==> src/design/pis_pkg.sv <==
// Package for the particle integrator step core: types, codes and constants.
// No dependencies.
`timescale 1ns / 1ps
package pis_pkg;
	localparam int CompW = 32;

	typedef enum logic [1:0] {
		REQ_LOAD = 2'd0,
		REQ_SETPOS = 2'd1,
		REQ_STEP = 2'd2,
		REQ_NONE = 2'd3
	} req_t;

	typedef enum logic [1:0] {
		METH_EULER = 2'd0,
		METH_RK2 = 2'd1,
		METH_VERLET = 2'd2,
		METH_OFF = 2'd3
	} meth_t;

	typedef enum logic [2:0] {
		CFG_INV_MASS = 3'd0,
		CFG_GRAV_X = 3'd1,
		CFG_GRAV_Y = 3'd2,
		CFG_GRAV_Z = 3'd3,
		CFG_DT = 3'd4,
		CFG_METHOD = 3'd5
	} cfg_idx_t;

	typedef enum logic [2:0] {
		ST_IDLE, ST_READ, ST_ACC, ST_MUL1, ST_MUL2, ST_DIV, ST_OUT
	} state_t;

	typedef logic signed [CompW-1:0] comp_t;
	typedef comp_t [2:0] vec_t;

	// Floor of v / 2^k for k given; arithmetic shift rounds toward minus infinity.
	function automatic logic signed [79:0] fshr(input logic signed [79:0] v, input int k);
		fshr = v >>> k;
	endfunction

	// Clamp a wide value to 32 bits, flagging a hit.
	function automatic comp_t sat32(input logic signed [79:0] v, output logic hit);
		logic signed [79:0] hi;
		logic signed [79:0] lo;
		hi = 80'sd2147483647;
		lo = -80'sd2147483648;
		hit = 1'b0;
		sat32 = v[CompW-1:0];
		if (v > hi) begin
			hit = 1'b1;
			sat32 = comp_t'(32'h7fffffff);
		end else if (v < lo) begin
			hit = 1'b1;
			sat32 = comp_t'(32'h80000000);
		end
	endfunction
endpackage

==> src/design/pis_div.sv <==
// Iterative signed divider, one quotient bit per cycle, truncation toward zero.
// Depends on pis_pkg.
`timescale 1ns / 1ps
module pis_div (
	input logic clk,
	input logic arst_n,
	input logic start,
	input logic signed [63:0] num,
	input logic [16:0] den,
	output logic busy,
	output logic signed [63:0] quot
);
	import pis_pkg::*;

	logic [63:0] rem_q;
	logic [63:0] qbits_q;
	logic [63:0] mag_q;
	logic neg_q;
	logic [6:0] cnt_q;
	logic [16:0] den_q;
	logic [64:0] trial;

	assign busy = (cnt_q != 7'd0);
	assign trial = {rem_q, mag_q[63]} - {48'd0, den_q};
	assign quot = neg_q ? -$signed(qbits_q) : $signed(qbits_q);

	// restoring division, one bit a cycle
	always_ff @(posedge clk or negedge arst_n) begin
		if (!arst_n) begin
			cnt_q <= 7'd0;
		end else if (start) begin
			cnt_q <= 7'd64;
		end else if (cnt_q != 7'd0) begin
			cnt_q <= cnt_q - 7'd1;
		end
	end

	always_ff @(posedge clk) begin
		if (start) begin
			rem_q <= 64'd0;
			qbits_q <= 64'd0;
			mag_q <= num[63] ? 64'(-num) : 64'(num);
			neg_q <= num[63];
			den_q <= den;
		end else if (cnt_q != 7'd0) begin
			mag_q <= {mag_q[62:0], 1'b0};
			if (!trial[64]) begin
				rem_q <= trial[63:0];
				qbits_q <= {qbits_q[62:0], 1'b1};
			end else begin
				rem_q <= {rem_q[62:0], mag_q[63]};
				qbits_q <= {qbits_q[62:0], 1'b0};
			end
		end
	end
endmodule

==> config.mk <==
export PLATFORM = sky130hd
export DESIGN_NAME = pis_div
export DESIGN_NICKNAME = d
export VERILOG_FILES = /design/src/design/pis_pkg.sv /design/src/design/pis_div.sv
export SDC_FILE = /design/constraint.sdc
export NUM_CORES = 1
export LEC_CHECK = 0
export ABC_AREA = 0
export ABC_CLOCK_PERIOD_IN_PS = 4750
export BUFFER_PORTS_ARGS = -buffer_cell sky130_fd_sc_hd__buf_2
export CORE_MARGIN = 1.5
export CORE_UTILIZATION = 50
export CTS_BUF_LIST = sky130_fd_sc_hd__clkbuf_2 sky130_fd_sc_hd__clkbuf_4 sky130_fd_sc_hd__clkbuf_8
export CTS_CLUSTER_DIAMETER = 60
export CTS_CLUSTER_SIZE = 14
export DETAILED_ROUTE_END_ITERATION = 16
export GPL_TIMING_DRIVEN = 0
export PLACE_DENSITY = 0.73
export SLEW_MARGIN = 0
export SYNTH_ARGS = -nofsm -noshare
export SYNTH_HDL_FRONTEND = slang
export SYNTH_SLANG_ARGS = --single-unit
==> constraint.sdc <==
create_clock -name clk -period 4.75 [get_ports clk]
set_clock_uncertainty 0.05 [all_clocks]
set_input_delay 1.425 -clock clk [delete_from_list [all_inputs] [get_ports clk]]
set_output_delay 1.425 -clock clk [all_outputs]
set_load 0.1 [all_outputs]
==> metrics <==
synth-to-layout area growth=24.3%; largest net degree at the start of global routing=44; final wirelength=34200 um; leakage power total=0.00600 uW; Global Route Usage Sum=26.1%; vias=11699; port bufs=148; crit path launch=qbits_q[3]; achievable frequency=172 MHz; initial core utilization=51.1%; HP Class=flop to flop; per-cell routed wire length=17.0 um; number of max-cap violations=0; Cells after DPL=1940; part of the cycle the worst path needs=122%; Worst Max-Slew Pin Slew=1.11 ns; Post-synth EDFFs=82; most used cell, CP=or4_4; Ys Warns=0; H-tree Lvls=1; Critical Path Sink=quot[63]; crit-path max FO=5; Post-Syn Instances=1467; final net count=1778; critical path cell sequence=or4_4 > buf_6 > nor4_4 > nand4_1 > or4_4 > or4_4 > or4_4 > buf_4 > buf_4 > o31ai_4 > xnor2_2 > buf_6; Root Buffer=clkbuf_8; Antenna Cells=0; placed wire-length estimate=23600 um; Fin. Hold Viols=0; CTS tree=built; total grt overflow=0; Setup crit end kind=primary output; fill count=2031; initial antenna violation count=2; CP Data Arrival Time=4.33 ns; Post-synth ARST share=3.23%; Setup CP Type=flop to primary output; worst reg2reg path endpoint=rem_q[13]; Final WS setup=-1.06 ns; startpoint types=flop; critical path required time=3.27 ns; Setup violations, final=27; Unique masters post-synth=58; fraction of final layout cells sized beyond drive strength 1=19.6%; Final Max Slew Viols=0; Final GP Congestion=0.921; core outline area=0.0244 mm^2; fin util=63.6%; PD cells=615 mW/mm^2; Slowest-stage cell, CP=or4_4; DRC viols=0; Worst R2R Start=den_q[16]; vias in the first global route=11102; FF+latch count, synth=217; Peak VDD IR=0.571 mV; Mapped Nets=1572; chip width=161 um; first-pass GRT wire length=55900 um; Hold Slack=0.428 ns; Iter 0 DRT Violations=1034; Post-Synthesis Cell Area=0.0125 mm^2; DIE AREA=0.0259 mm^2; kind of cell adding the most delay to the critical path=simple AND/OR/NAND/NOR gates; Max-Slew Margin vs Limit=25.9%; post-synthesis sequential area ratio=41.7%; RSZ-0062 raised after global routing=yes; Crit. path cell count=12; dominant synthesized flop cell=dfxtp_1; quantity of hold-fixing buffers added after cts=0; failing checks=negative setup slack; clock latency on the worst-skew pair=0.56 ns; reg2reg setup slack=0.27 ns; Longest Clk Path Bufs=3; CTS Buf Count=23; status=finished, violations left; CP bufs+invs=4; via/cell ratio=5.81; boundary pin count=149; syn avg cell area=8.50 um^2; Pre-antenna DRT Iters=5; CP peak stage delay=0.54 ns; Layout Cells excl Fill=2013; Tot Pwr=9540 uW; Reg clk slew, reported paths=0.09 ns; # rows=57; Final ANT Viol Nets=0; crit path time final=5.81 ns; cells on worst reg2reg path=12; Die H=161 um; CTS sink count=217; dpl ws=-0.913 ns
kinds of logic (layout without fill, tap and decap cells):
logic type               count (synthesis)  count (layout)  synth area share, %
adder cells (fa/ha/maj)                 21              21                 2.17
AO/OA/AOI/OAI                          345             345                 17.8
XOR/XNOR                               179             179                 12.6
flip-flops                             217             217                 41.7
multiplexers                             1               1               0.0803
AND/OR/NAND/NOR                        583             583                 21.9
buffers and inverters                  121             343                 3.71
how the worst min path moves through the flow:
stage | start | to | slack [ns] | cells past startpoint
global placement | qbits_q[5] | qbits_q[5] | 0.42 | 2
floorplan | rem_q[12] | rem_q[12] | 0.40 | 2
finish | rem_q[1] | rem_q[1] | 0.43 | 2
global route | rem_q[1] | rem_q[1] | 0.46 | 2
detailed placement | rem_q[1] | rem_q[1] | 0.42 | 2
CTS | rem_q[1] | rem_q[1] | 0.43 | 2
layer usage:
layer | up-vias | share of wire, % | global-route usage, %
li1 | 5655 | - | -
met1 | 5467 | 44 | 35.3
met2 | 494 | 47 | 43.2
met3 | 79 | 6.7 | 3.72
met4 | 4 | 2.7 | 8.16
met5 | - | 0.070 | 0
state kept, by name, indices dropped and copies added, names as in the netlist:
register,flops
cnt_q,7
den_q,17
mag_q,64
neg_q,1
qbits_q,64
rem_q,64
power by group:
| group | switching [uW] | total [uW] | internal (uW) |
|---|---|---|---|
| Clock | 724 | 1350 | 624 |
| Sequential | 340 | 2680 | 2340 |
| Combinational | 3580 | 5500 | 1920 |
| Total | 4640 | 9540 | 4890 |
timing repair:
item,in CTS,in global routing
pin swaps,19,12
setup endpoints to repair,32,40
gates resized for setup,142,32
buffers inserted,33,13
metrics by stage:
stage               setup TNS, ns  cell area [um^2]
global placement           -28.41             14100
finish                     -16.91             15500
CTS                        -17.02             15400
detailed placement         -12.57             14100
floorplan                   -1.77             12900
global route               -21.18             15500
cell type report:
class	instances	area [um^2]	share of cell area, %
multi-input combinational	1129	7560	48.8
sequential	217	5220	33.7
timing repair buffer	183	1370	8.83
tap	324	405	2.62
clock buffer	28	354	2.28
buffer	88	344	2.22
clock inverter	13	134	0.864
inverter	31	116	0.751
synth_stat cells, types with 4 or more instances:
cell type / instances / area [um^2]
and2_1: 4 / 25.0
nor2_1: 165 / 619
xor2_1: 86 / 753
nand4b_1: 7 / 61.3
inv_1: 31 / 116
or2_2: 15 / 93.8
a21oi_1: 138 / 691
clkbuf_1: 83 / 312
o41ai_1: 24 / 210
a21o_1: 6 / 45.0
nand3_1: 18 / 90.1
nand2_1: 224 / 841
nor3_1: 31 / 155
xnor2_1: 93 / 815
o211ai_1: 4 / 30.0
edfxtp_1: 82 / 2460
dfxtp_1: 128 / 2560
a211oi_1: 45 / 338
ha_1: 20 / 250
a311oi_1: 22 / 193
nand4_1: 10 / 62.6
nor4_1: 15 / 93.8
o31ai_1: 42 / 315
buf_2: 4 / 20.0
o21ai_0: 46 / 230
nand2b_1: 8 / 50.1
dfrtp_1: 7 / 175
or3_1: 31 / 194
or4_1: 34 / 255
worst register-to-register path, cell delays in order (launching register included):
cell and delay [ns]:
edfxtp_1 0.33, inv_1 0.05, ha_1 0.21, or3_1 0.35
or4_1 0.41, clkbuf_1 0.23, or4_1 0.56, and2_1 0.20
a211oi_2 0.56, clkbuf_1 0.51, clkbuf_1 0.49, nand2_1 0.11
a311oi_1 0.32
cells in the final DEF (no fill, tap or decap), drive strengths merged, types with 31 or more instances in the layout:
| master | count |
|---|---|
| a211oi | 46 |
| a21oi | 138 |
| buf | 185 |
| clkbuf | 113 |
| dfxtp | 128 |
| edfxtp | 82 |
| inv | 36 |
| nand2 | 224 |
| nor2 | 165 |
| nor3 | 32 |
| o21ai | 46 |
| o31ai | 43 |
| or3 | 31 |
| or4 | 37 |
| xnor2 | 93 |
| xor2 | 86 |
Power figures use the tool's default switching activity.
